<file path="config.mk">
export PLATFORM = sky130hd
export DESIGN_NAME = motor_drive_mode_sequencer_flat
export DESIGN_NICKNAME = d
export VERILOG_FILES = /design/src/mdms_pkg.sv /design/src/mdms_if.sv /design/src/mdms_cfg_regs.sv /design/src/mdms_step.sv /design/src/motor_drive_mode_sequencer.sv /design/src/flat_wrapper.sv
export VERILOG_INCLUDE_DIRS = /design/src /design/src/src
export SDC_FILE = /design/constraint.sdc
export NUM_CORES = 1
export LEC_CHECK = 0
export BUFFER_PORTS_ARGS = -buffer_cell sky130_fd_sc_hd__buf_2
export CELL_PAD_IN_SITES_DETAIL_PLACEMENT = 1
export CELL_PAD_IN_SITES_GLOBAL_PLACEMENT = 2
export CORE_ASPECT_RATIO = 1.25
export CORE_MARGIN = 2
export CORE_UTILIZATION = 30
export CTS_CLUSTER_DIAMETER = 200
export DETAILED_ROUTE_END_ITERATION = 8
export PLACE_DENSITY = 0.74
export SLEW_MARGIN = 0
export SYNTH_ARGS = -nofsm -noshare
export SYNTH_HDL_FRONTEND = slang
export SYNTH_HIERARCHICAL = 1
export SYNTH_SLANG_ARGS = --single-unit
</file>
<file path="constraint.sdc">
create_clock -name clk -period 5 [get_ports clk]
set_clock_uncertainty 0.2 [all_clocks]
set_input_delay 0.75 -clock clk [delete_from_list [all_inputs] [get_ports clk]]
set_output_delay 0.75 -clock clk [all_outputs]
set_load 0.01 [all_outputs]
</file>
<file path="src/assert_macros.svh">
// Assertion helpers for the RTL files, used by the sequencer top level.
`ifndef ASSERT_MACROS_SVH
`define ASSERT_MACROS_SVH

// Check that cond holds at every clock edge outside reset.
`define ASSERT_ALWAYS(label, clk, rst_n, cond, msg) \
    label: assert property (@(posedge clk) disable iff (!rst_n) (cond)) \
        else $error(msg);

// Check that cons holds in the same cycle as ante.
`define ASSERT_IMPLIES(label, clk, rst_n, ante, cons, msg) \
    label: assert property (@(posedge clk) disable iff (!rst_n) (ante) |-> (cons)) \
        else $error(msg);

// Check that cons holds in the cycle after ante.
`define ASSERT_NEXT(label, clk, rst_n, ante, cons, msg) \
    label: assert property (@(posedge clk) disable iff (!rst_n) (ante) |=> (cons)) \
        else $error(msg);

`endif

</file>
<file path="src/mdms_pkg.sv">
// ----------------------------------------------------------------------------
// mdms_pkg
// Types, codes and reset values shared by the drive mode sequencer files.
// ----------------------------------------------------------------------------
package mdms_pkg;

    localparam int CFG_IDX_W  = 1;
    localparam int CFG_DATA_W = 15;

    // Register indexes
    localparam logic [CFG_IDX_W-1:0] REG_STOP_THR = 1'b0;
    localparam logic [CFG_IDX_W-1:0] REG_HALT_THR = 1'b1;

    localparam logic [14:0] STOP_THR_RESET = 15'd100;
    localparam logic [14:0] HALT_THR_RESET = 15'd200;

    // Sequencer states
    localparam logic [2:0] ST_INIT   = 3'd0;
    localparam logic [2:0] ST_START  = 3'd1;
    localparam logic [2:0] ST_TORQUE = 3'd2;
    localparam logic [2:0] ST_SPEED  = 3'd3;
    localparam logic [2:0] ST_DIRCHG = 3'd4;

    // Drive modes
    localparam logic [1:0] MD_BLOCKED      = 2'd0;
    localparam logic [1:0] MD_ZERO_CURRENT = 2'd1;
    localparam logic [1:0] MD_SPEED        = 2'd2;
    localparam logic [1:0] MD_TORQUE       = 2'd3;

    typedef struct packed {
        logic [14:0] stop_thr;
        logic [14:0] halt_thr;
    } cfg_t;

    typedef struct packed {
        logic signed [15:0] measured_speed;
        logic               direction_request;
        logic [10:0]        torque_demand;
        logic               auto_enable;
        logic [14:0]        speed_setpoint;
        logic signed [15:0] ramped_current;
        logic signed [15:0] speed_loop_output;
    } tick_t;

    typedef struct packed {
        logic [2:0]         sequencer_state;
        logic [1:0]         drive_mode;
        logic signed [15:0] current_reference;
        logic [10:0]        current_ramp_target;
        logic [14:0]        speed_ramp_target;
        logic               speed_ramp_clear;
        logic               applied_direction;
    } result_t;

    typedef struct packed {
        logic [2:0]  state;
        logic [1:0]  mode;
        logic        direction;
        logic [15:0] current_ref;
        logic [10:0] current_target;
        logic [14:0] speed_target;
    } seq_regs_t;

endpackage

</file>
<file path="src/mdms_if.sv">
// ----------------------------------------------------------------------------
// mdms_tick_if / mdms_result_if
// Valid/ready channels for control ticks and sequencer results.
// ----------------------------------------------------------------------------
interface mdms_tick_if;
    logic               valid;
    logic               ready;
    logic signed [15:0] measured_speed;
    logic               direction_request;
    logic [10:0]        torque_demand;
    logic               auto_enable;
    logic [14:0]        speed_setpoint;
    logic signed [15:0] ramped_current;
    logic signed [15:0] speed_loop_output;

    modport source (
        output valid, measured_speed, direction_request, torque_demand,
               auto_enable, speed_setpoint, ramped_current, speed_loop_output,
        input  ready
    );
    modport sink (
        input  valid, measured_speed, direction_request, torque_demand,
               auto_enable, speed_setpoint, ramped_current, speed_loop_output,
        output ready
    );
endinterface

interface mdms_result_if;
    logic               valid;
    logic               ready;
    logic [2:0]         sequencer_state;
    logic [1:0]         drive_mode;
    logic signed [15:0] current_reference;
    logic [10:0]        current_ramp_target;
    logic [14:0]        speed_ramp_target;
    logic               speed_ramp_clear;
    logic               applied_direction;

    modport source (
        output valid, sequencer_state, drive_mode, current_reference,
               current_ramp_target, speed_ramp_target, speed_ramp_clear,
               applied_direction,
        input  ready
    );
    modport sink (
        input  valid, sequencer_state, drive_mode, current_reference,
               current_ramp_target, speed_ramp_target, speed_ramp_clear,
               applied_direction,
        output ready
    );
endinterface

</file>
<file path="src/mdms_cfg_regs.sv">
// ----------------------------------------------------------------------------
// mdms_cfg_regs
// Speed threshold registers written through the plain configuration port.
// ----------------------------------------------------------------------------
module mdms_cfg_regs (
    input  logic                             clk,
    input  logic                             rst_n,
    input  logic                             cfg_we,
    input  logic [mdms_pkg::CFG_IDX_W-1:0]   cfg_index,
    input  logic [mdms_pkg::CFG_DATA_W-1:0]  cfg_data,
    output mdms_pkg::cfg_t                   cfg
);
    import mdms_pkg::*;

    cfg_t cfg_reg;

    // Load the addressed threshold
    always_ff @(posedge clk or negedge rst_n)
    begin
        if (!rst_n)
        begin
            cfg_reg.stop_thr <= STOP_THR_RESET;
            cfg_reg.halt_thr <= HALT_THR_RESET;
        end
        else if (cfg_we)
        begin
            unique case (cfg_index)
                REG_STOP_THR: cfg_reg.stop_thr <= cfg_data;
                REG_HALT_THR: cfg_reg.halt_thr <= cfg_data;
                default:      cfg_reg <= cfg_reg;
            endcase
        end
    end

    assign cfg = cfg_reg;

endmodule

</file>
<file path="src/mdms_step.sv">
// ----------------------------------------------------------------------------
// mdms_step
// One control tick: sequencer transition, then current reference selection.
// ----------------------------------------------------------------------------
module mdms_step (
    input  mdms_pkg::cfg_t     cfg,
    input  mdms_pkg::tick_t    tick,
    input  mdms_pkg::seq_regs_t cur,
    output mdms_pkg::seq_regs_t nxt,
    output mdms_pkg::result_t  res
);
    import mdms_pkg::*;

    logic [15:0] speed_bits;
    logic [15:0] mag;
    logic        stopped;
    logic        halted;
    logic        dir_differs;
    logic        clear;
    seq_regs_t   upd;

    // Speed magnitude; the most negative code maps to 32768
    assign speed_bits  = tick.measured_speed;
    assign mag         = speed_bits[15] ? (~speed_bits + 16'd1) : speed_bits;
    assign stopped     = mag < {1'b0, cfg.stop_thr};
    assign halted      = mag < {1'b0, cfg.halt_thr};
    assign dir_differs = tick.direction_request != cur.direction;

    // Sequencer transition
    always_comb
    begin
        upd   = cur;
        clear = 1'b0;
        unique case (cur.state)
            ST_INIT:
            begin
                upd.state = ST_START;
            end
            ST_START:
            begin
                if (stopped)
                    upd.mode = MD_BLOCKED;
                if (dir_differs)
                begin
                    upd.state = ST_DIRCHG;
                    upd.mode  = MD_ZERO_CURRENT;
                end
                else if (tick.torque_demand != 11'd0)
                begin
                    upd.state = ST_TORQUE;
                    upd.mode  = MD_TORQUE;
                end
                else if (tick.auto_enable && tick.speed_setpoint != 15'd0)
                begin
                    upd.state        = ST_SPEED;
                    upd.mode         = MD_SPEED;
                    upd.speed_target = 15'd0;
                    clear            = 1'b1;
                end
            end
            ST_TORQUE:
            begin
                if (cur.current_ref == 16'd0 && halted)
                begin
                    upd.state = ST_START;
                    upd.mode  = MD_BLOCKED;
                end
                else if (dir_differs)
                begin
                    upd.state = ST_DIRCHG;
                    upd.mode  = MD_ZERO_CURRENT;
                end
            end
            ST_SPEED:
            begin
                upd.speed_target = tick.speed_setpoint;
                if (tick.speed_setpoint == 15'd0 || !tick.auto_enable)
                begin
                    upd.speed_target = 15'd0;
                    if (stopped)
                        upd.state = ST_START;
                end
                else if (tick.torque_demand != 11'd0)
                begin
                    upd.state = ST_TORQUE;
                    upd.mode  = MD_TORQUE;
                end
            end
            ST_DIRCHG:
            begin
                if (stopped)
                begin
                    upd.direction = tick.direction_request;
                    upd.state     = ST_START;
                end
            end
            default:
            begin
                upd.state = ST_INIT;
            end
        endcase
    end

    // Select the current reference from the new mode
    always_comb
    begin
        nxt = upd;
        case (upd.mode)
            MD_SPEED:
            begin
                nxt.current_ref = tick.speed_loop_output;
            end
            MD_TORQUE:
            begin
                nxt.current_target = tick.torque_demand;
                nxt.current_ref    = upd.direction ? (~tick.ramped_current + 16'sd1)
                                                   : tick.ramped_current;
            end
            default:
            begin
                nxt.current_target = 11'd0;
                nxt.current_ref    = tick.ramped_current;
            end
        endcase
    end

    // Pack the result beat
    always_comb
    begin
        res.sequencer_state     = nxt.state;
        res.drive_mode          = nxt.mode;
        res.current_reference   = nxt.current_ref;
        res.current_ramp_target = nxt.current_target;
        res.speed_ramp_target   = nxt.speed_target;
        res.speed_ramp_clear    = clear;
        res.applied_direction   = nxt.direction;
    end

endmodule

</file>
<file path="src/motor_drive_mode_sequencer.sv">
// ----------------------------------------------------------------------------
// motor_drive_mode_sequencer
// A tick beat is captured in the input register, then moves through the step
// logic into the result register.
// Throughput: one tick per cycle while the result side accepts; the state
// registers update in the same cycle a tick moves into the result register.
// Reset: asynchronous, active low; init state, blocked mode, clockwise,
// zeroed reference and targets, thresholds 100 and 200, both stages empty.
// ----------------------------------------------------------------------------
`include "assert_macros.svh"

module motor_drive_mode_sequencer (
    input  logic                             clk,
    input  logic                             rst_n,
    mdms_tick_if.sink                        tick,
    mdms_result_if.source                    result,
    input  logic                             cfg_we,
    input  logic [mdms_pkg::CFG_IDX_W-1:0]   cfg_index,
    input  logic [mdms_pkg::CFG_DATA_W-1:0]  cfg_data
);
    import mdms_pkg::*;

    cfg_t      cfg;
    logic      tick_valid_reg;
    tick_t     tick_item_reg;
    logic      result_valid_reg;
    result_t   result_item_reg;
    seq_regs_t seq_reg;
    seq_regs_t seq_next;
    result_t   result_next;
    logic      advance;
    logic      tick_beat;

    mdms_cfg_regs u_cfg (
        .clk       (clk),
        .rst_n     (rst_n),
        .cfg_we    (cfg_we),
        .cfg_index (cfg_index),
        .cfg_data  (cfg_data),
        .cfg       (cfg)
    );

    mdms_step u_step (
        .cfg  (cfg),
        .tick (tick_item_reg),
        .cur  (seq_reg),
        .nxt  (seq_next),
        .res  (result_next)
    );

    // Handshake: a held tick advances into a free or draining result register
    assign advance    = tick_valid_reg && (!result_valid_reg || result.ready);
    assign tick.ready = !tick_valid_reg || advance;
    assign tick_beat  = tick.valid && tick.ready;

    // Input register
    always_ff @(posedge clk or negedge rst_n)
    begin
        if (!rst_n)
            tick_valid_reg <= 1'b0;
        else if (tick.ready)
            tick_valid_reg <= tick.valid;
    end

    always_ff @(posedge clk)
    begin
        if (tick_beat)
        begin
            tick_item_reg.measured_speed    <= tick.measured_speed;
            tick_item_reg.direction_request <= tick.direction_request;
            tick_item_reg.torque_demand     <= tick.torque_demand;
            tick_item_reg.auto_enable       <= tick.auto_enable;
            tick_item_reg.speed_setpoint    <= tick.speed_setpoint;
            tick_item_reg.ramped_current    <= tick.ramped_current;
            tick_item_reg.speed_loop_output <= tick.speed_loop_output;
        end
    end

    // Sequencer state: advance once per tick
    always_ff @(posedge clk or negedge rst_n)
    begin
        if (!rst_n)
        begin
            seq_reg.state          <= ST_INIT;
            seq_reg.mode           <= MD_BLOCKED;
            seq_reg.direction      <= 1'b0;
            seq_reg.current_ref    <= 16'd0;
            seq_reg.current_target <= 11'd0;
            seq_reg.speed_target   <= 15'd0;
        end
        else if (advance)
        begin
            seq_reg <= seq_next;
        end
    end

    // Result register
    always_ff @(posedge clk or negedge rst_n)
    begin
        if (!rst_n)
            result_valid_reg <= 1'b0;
        else if (advance)
            result_valid_reg <= 1'b1;
        else if (result.ready)
            result_valid_reg <= 1'b0;
    end

    always_ff @(posedge clk)
    begin
        if (advance)
            result_item_reg <= result_next;
    end

    // Drive the result channel
    assign result.valid               = result_valid_reg;
    assign result.sequencer_state     = result_item_reg.sequencer_state;
    assign result.drive_mode          = result_item_reg.drive_mode;
    assign result.current_reference   = result_item_reg.current_reference;
    assign result.current_ramp_target = result_item_reg.current_ramp_target;
    assign result.speed_ramp_target   = result_item_reg.speed_ramp_target;
    assign result.speed_ramp_clear    = result_item_reg.speed_ramp_clear;
    assign result.applied_direction   = result_item_reg.applied_direction;

    // Checks
    `ASSERT_NEXT(a_state_holds_idle, clk, rst_n, !advance, $stable(seq_reg),
                 "state moved without a tick")
    `ASSERT_IMPLIES(a_clear_in_speed, clk, rst_n,
                    result_valid_reg && result_item_reg.speed_ramp_clear,
                    result_item_reg.sequencer_state == ST_SPEED &&
                    result_item_reg.drive_mode == MD_SPEED,
                    "ramp clear outside speed run entry")
    `ASSERT_ALWAYS(a_state_legal, clk, rst_n, seq_reg.state <= ST_DIRCHG,
                   "sequencer state out of range")

endmodule

</file>
<file path="src/flat_wrapper.sv">
// flat-port wrapper written by rule: the top's interface ports become plain ports
module motor_drive_mode_sequencer_flat import mdms_pkg::*;
  (clk, rst_n, cfg_we, cfg_index, cfg_data, tick_valid, tick_measured_speed, tick_direction_request, tick_torque_demand, tick_auto_enable, tick_speed_setpoint, tick_ramped_current, tick_speed_loop_output, tick_ready, result_valid, result_sequencer_state, result_drive_mode, result_current_reference, result_current_ramp_target, result_speed_ramp_target, result_speed_ramp_clear, result_applied_direction, result_ready);
  mdms_tick_if tick_i ();
  mdms_result_if result_i ();
  input  logic clk;
  input  logic rst_n;
  input  logic cfg_we;
  input  logic [mdms_pkg::CFG_IDX_W-1:0] cfg_index;
  input  logic [mdms_pkg::CFG_DATA_W-1:0] cfg_data;
  input wire logic [$bits(tick_i.valid)-1:0] tick_valid;
  input wire logic [$bits(tick_i.measured_speed)-1:0] tick_measured_speed;
  input wire logic [$bits(tick_i.direction_request)-1:0] tick_direction_request;
  input wire logic [$bits(tick_i.torque_demand)-1:0] tick_torque_demand;
  input wire logic [$bits(tick_i.auto_enable)-1:0] tick_auto_enable;
  input wire logic [$bits(tick_i.speed_setpoint)-1:0] tick_speed_setpoint;
  input wire logic [$bits(tick_i.ramped_current)-1:0] tick_ramped_current;
  input wire logic [$bits(tick_i.speed_loop_output)-1:0] tick_speed_loop_output;
  output wire logic [$bits(tick_i.ready)-1:0] tick_ready;
  output wire logic [$bits(result_i.valid)-1:0] result_valid;
  output wire logic [$bits(result_i.sequencer_state)-1:0] result_sequencer_state;
  output wire logic [$bits(result_i.drive_mode)-1:0] result_drive_mode;
  output wire logic [$bits(result_i.current_reference)-1:0] result_current_reference;
  output wire logic [$bits(result_i.current_ramp_target)-1:0] result_current_ramp_target;
  output wire logic [$bits(result_i.speed_ramp_target)-1:0] result_speed_ramp_target;
  output wire logic [$bits(result_i.speed_ramp_clear)-1:0] result_speed_ramp_clear;
  output wire logic [$bits(result_i.applied_direction)-1:0] result_applied_direction;
  input wire logic [$bits(result_i.ready)-1:0] result_ready;
  assign tick_i.valid = tick_valid;
  assign tick_i.measured_speed = tick_measured_speed;
  assign tick_i.direction_request = tick_direction_request;
  assign tick_i.torque_demand = tick_torque_demand;
  assign tick_i.auto_enable = tick_auto_enable;
  assign tick_i.speed_setpoint = tick_speed_setpoint;
  assign tick_i.ramped_current = tick_ramped_current;
  assign tick_i.speed_loop_output = tick_speed_loop_output;
  assign tick_ready = tick_i.ready;
  assign result_valid = result_i.valid;
  assign result_sequencer_state = result_i.sequencer_state;
  assign result_drive_mode = result_i.drive_mode;
  assign result_current_reference = result_i.current_reference;
  assign result_current_ramp_target = result_i.current_ramp_target;
  assign result_speed_ramp_target = result_i.speed_ramp_target;
  assign result_speed_ramp_clear = result_i.speed_ramp_clear;
  assign result_applied_direction = result_i.applied_direction;
  assign result_i.ready = result_ready;
  motor_drive_mode_sequencer u_core (.clk(clk), .rst_n(rst_n), .tick(tick_i), .result(result_i), .cfg_we(cfg_we), .cfg_index(cfg_index), .cfg_data(cfg_data));
endmodule
</file>
Word level (Yosys, flattened, before mapping)
Cells that the tools add are included. Widths: inputs -> output; s select.

Memory bits (writable): 0. Bits in read-only memories: 0. Bits in latches: 0. Memories kept: 0. Bits in registers: 205.

Reduce and logical (&&, ||, !) cells: 19. Multiply operators: 0. Div/mod/pow operators: 0. Shift-type cells: 0. Muxes and demuxes: 26. Equality and inequality tests: 7. $add $sub $neg: 2. Magnitude comparators: 2. Bitwise operators: 4.

Operators by type and width (count): $mux 15 (4); $lt 16x15->1 (2); $mux 16 (2); $not 16->16 (2); $pmux 16 s2 (1); $mux 5 (6); $pmux 15 s2 (1); $pmux 11 s2 (1); $add 16x1->16 const B (1); $add 16x2->16 const B (1); $logic_not 16->1 (1); $logic_not 15->1 (1); $pmux 3 s5 (1); $reduce_bool 15->1 (1); $reduce_bool 11->1 (1); $eq 3x2->1 const B (2); $mux 3 (2); $pmux 2 s3 (1); $mux 1 (5); $eq 2x2->1 const B (2); $logic_and 1x1->1 (4); $mux 2 (2); $reduce_and 2->1 (2); $eq 3x1->1 const B (1); 8 further kinds (13).

Logic depth before layout (Yosys ltp)
Depth in word-level cells: 11. Gate-level depth with buffers: 19. Mapped depth without buffers: 18.

By module
Netlist, hierarchy kept.

By module, submodules not included: motor_drive_mode_sequencer (cells an instance 235, instances 1, seq. area each 5004.8 um^2, area each 5666.7 um^2); mdms_step (cells an instance 433, instances 1, seq. area each 0.0 um^2, area each 2836.5 um^2); mdms_cfg_regs (cells an instance 65, instances 1, seq. area each 758.2 um^2, area each 1182.4 um^2).

Worst setup path after synthesis
Ideal clock, no wire load.

Kind: flip-flop to flip-flop. From: register u_core/tick_item_reg[65] (netlist bit). To: register u_core/seq_reg[36] (netlist bit). Path slack: 0.522 ns. Data arrival time: 4.153 ns. Setup time: 0.125 ns. Stages on the path, launching flop included: 17. Cells stage by stage: edfxtp_1 > nor4_1 > nand2_1 > o41ai_1 > xnor2_1 > ha_1 > nand4_1 > or3_1 > or4_1 > nand4_1 > mux2i_1 > buf_2 > clkbuf_1 > nor2_1 > o21ai_1 > a22oi_1 > mux2_4.

RTL lines: start, declared (line motor_drive_mode_sequencer.sv:25) `tick_t tick_item_reg;`; end signal, assigned (line motor_drive_mode_sequencer.sv:93) `seq_reg <= seq_next;`; end, declared (line motor_drive_mode_sequencer.sv:28) `seq_regs_t seq_reg;`.

==> reports/qor.yml <==
place_area_um2: 10500
htree_num_levels: 1
dr.pass1.iters: 4
drtIter0Drc: 185
max-slew-margin-rel: 0.262
powerDensity_nw_per_um2: 560
crit_family: "simple AND/OR/NAND/NOR gates"
final_util: 0.359
synth_seq_cells: 205
post_cts_resize_count: 0
synth_top_family_by_area: "multiplexers"
hold_buffers: 0
ys_top_cells_by_area: "edfxtp_1 39%, dfrtp_1 19%, mux2_2 7.0%"
diodes: 0
hp-class: "in2async"
yosysTopAreaCell: "edfxtp_1"
cp.arrival_ps: 4890
crit_path_start_kind: "flop"
synth_fa_ha_area_frac: 0.0388
grtUsageTotal: 0.141
fin_cells: 1280
r2r_slack_ps: 380
clkTransAtPathRegs_ps: 60
maxCapViolations: 0
fin_area_um2: 11400
cp_cell_sequence: "inv_1 > ha_1 > nand2_1 > nor2_1 > nand2_1 > o41ai_2 > xnor2_1 > ha_1 > nand3_1 > or3_1 > or4_1 > nand3_1 > and4_1 > a311oi_2 > inv_2 > buf_12 > o21ai_1 > a22oi_1 > mux2_2"
drive_gt1_frac: 0.347
die_w_um: 165
endpoint_kind: "flop"
yosys_warnings: 6
clockRootBuffer: "clkbuf_16"
synth.most_common_cell: "edfxtp_1"
grt_pass1_vias: 6572
pin_count: 148
crit_fanout: 18
core_um2: 31800
rows: 73
yosysSeqAreaShare: 0.595
fin_crit_sh: 0.924
setup_viol: 0
overflow: 0
synth.distinct_cells: 66
rsz0062_at_grt: "no"
antenna_found_initial: 1
postRouteAntennaNets: 0
finalSetupTns_ps: 0
drc_errors: 0
finalHoldViolCount: 0
synth_top_area_share: 0.388
tritoncts: "done"
clock_latency_ps: 540
syn_nets: 860
min_period_ps: 4620
synth_flop_cell: "edfxtp_1"
worst-setup-path-type: "reg2reg"
grt_max_degree: 77
cts_buffers: 24
avgRoutedWirePerCell_um: 18.3
clock-sinks: 205
tightest_slew_ps: 1110
max_stage_delay_ps: 490
fp.dieH_um: 205
cts.path.max_buffers: 3
synth_edf_count: 125
hpwlAfterDp_mm: 16.4
synthMuxAreaShare: 0.116
initial_core_util: 0.305
syn-instance-count: 733
area.growth.synth_to_final_pct: 17.9
dieArea_um2: 33700
synth-xor-area-share: 0.0127
max_freq_mhz: 216
layout.nets: 977
wl_mm: 23.4
vdd_ir_drop_max_v: 0.000342
netlist_area_um2: 9690
path_buf_inv: 3
avgSynthCellArea_um2: 13.2
leakagePower_nw: 4.83
synth-compound-area-share: 0.0841
slowest_stage: "edfxtp_1"
async_reset_ff_frac: 0.390
postCtsSetupRepairBufs: 0
synth.top_cells.by_count: "125 x edfxtp_1, 74 x dfrtp_1, 60 x mux2_2, 52 x buf_4, 50 x inv_1"
grt_pass1_wl_mm: 36.7
gp_congestion: 0.769
yosys.area_share.simple: 0.0787
vias: 6034
via_per_inst: 4.71
largest_register_ffs: 76
io_buffers: 147
dp_cells: 1236
slew_violations: 0
required_ps: 5270
outcome: "finished, final reports clean"
## per-stage QoR
stage                     hold WS (ps)  power [mW]  setup slack (ps)
after floorplan                    254        4.25               522
after global placement             286        4.50               459
after detailed placement           294        4.55               282
after CTS                         76.5        6.50               216
after global routing               111        6.79              22.4
final                             71.8        6.39               379
## cell families after synthesis
family | count (synthesis)
AO/OA/AOI/OAI | 119
XOR/XNOR | 14
adder cells (fa/ha/maj) | 30
buffers and inverters | 124
flip-flops | 205
multiplexers | 95
AND/OR/NAND/NOR | 146
## path summary, 6_finish.rpt
kind	depth (start not counted)	start	end
min	1	rst_n	u_core/seq_reg[39]
min in group clk	1	tick_speed_setpoint[8]	u_core/tick_item_reg[40]
max	19	u_core/tick_item_reg[60]	u_core/seq_reg[32]
max in group asynchronous	2	rst_n	u_core/seq_reg[43]
max reg2reg	19	u_core/tick_item_reg[60]	u_core/seq_reg[32]
min reg2reg	1	u_core/u_cfg/cfg[12]	u_core/u_cfg/cfg[12]
## routing by layer
layer,share of wire,up-vias,global-route usage
met3,0.038,38,0.0225
met1,0.42,2996,0.168
met5,0.00051,-,0
met4,0.029,2,0.0547
li1,-,2886,-
met2,0.51,112,0.254
## cells in the final DEF, fill, tap and decap left out, types with 3 or more instances in the layout
cell         n
xnor2_1     14
o21ai_1     15
mux2i_1     16
nand3_1     11
buf_4       15
nand2_1     44
buf_2      146
edfxtp_1   125
nor4_1      14
ha_1        30
mux2_4      19
dfstp_2      6
nor2_1      23
clkinv_2     4
o21ai_0     10
nand2b_1     7
a21oi_1     28
bufinv_16    5
clkbuf_16   25
clkinv_1     5
inv_1       49
a22oi_1     13
nor3_1      12
dfrtp_1     74
a22o_1      15
nand4_1      8
or3_1        7
inv_2        3
mux2_2      60
o31ai_1      6
## layout make-up
| type | count | area, um2 |
|---|---|---|
| fillers | 3462 | 20400 |
| flip-flops and latches | 205 | 5760 |
| multi-input cells | 404 | 3210 |
| repair buffers | 162 | 863 |
| clock buffers | 27 | 643 |
| well taps | 412 | 515 |
| clock inverters | 17 | 220 |
| inverters | 53 | 204 |
## worst register-to-register path: stages, from the launching register on
cell	delay, ps
edfxtp_1	490
inv_1	100
ha_1	170
nand2_1	90
nor2_1	110
nand2_1	130
o41ai_2	330
xnor2_1	140
ha_1	320
nand3_1	110
or3_1	380
or4_1	470
nand3_1	190
and4_1	230
a311oi_2	60
inv_2	310
buf_12	200
o21ai_1	70
a22oi_1	250
mux2_2	210
## power by group
| group | leakage (nW) | internal, mW | switching [mW] |
|---|---|---|---|
| Sequential | 2.18 | 2.29 | 0.210 |
| Clock | 0.418 | 1.18 | 0.719 |
| Combinational | 2.23 | 0.880 | 1.11 |
| Total | 4.83 | 4.36 | 2.04 |
Note: power is estimated with default switching activity, not from simulation.
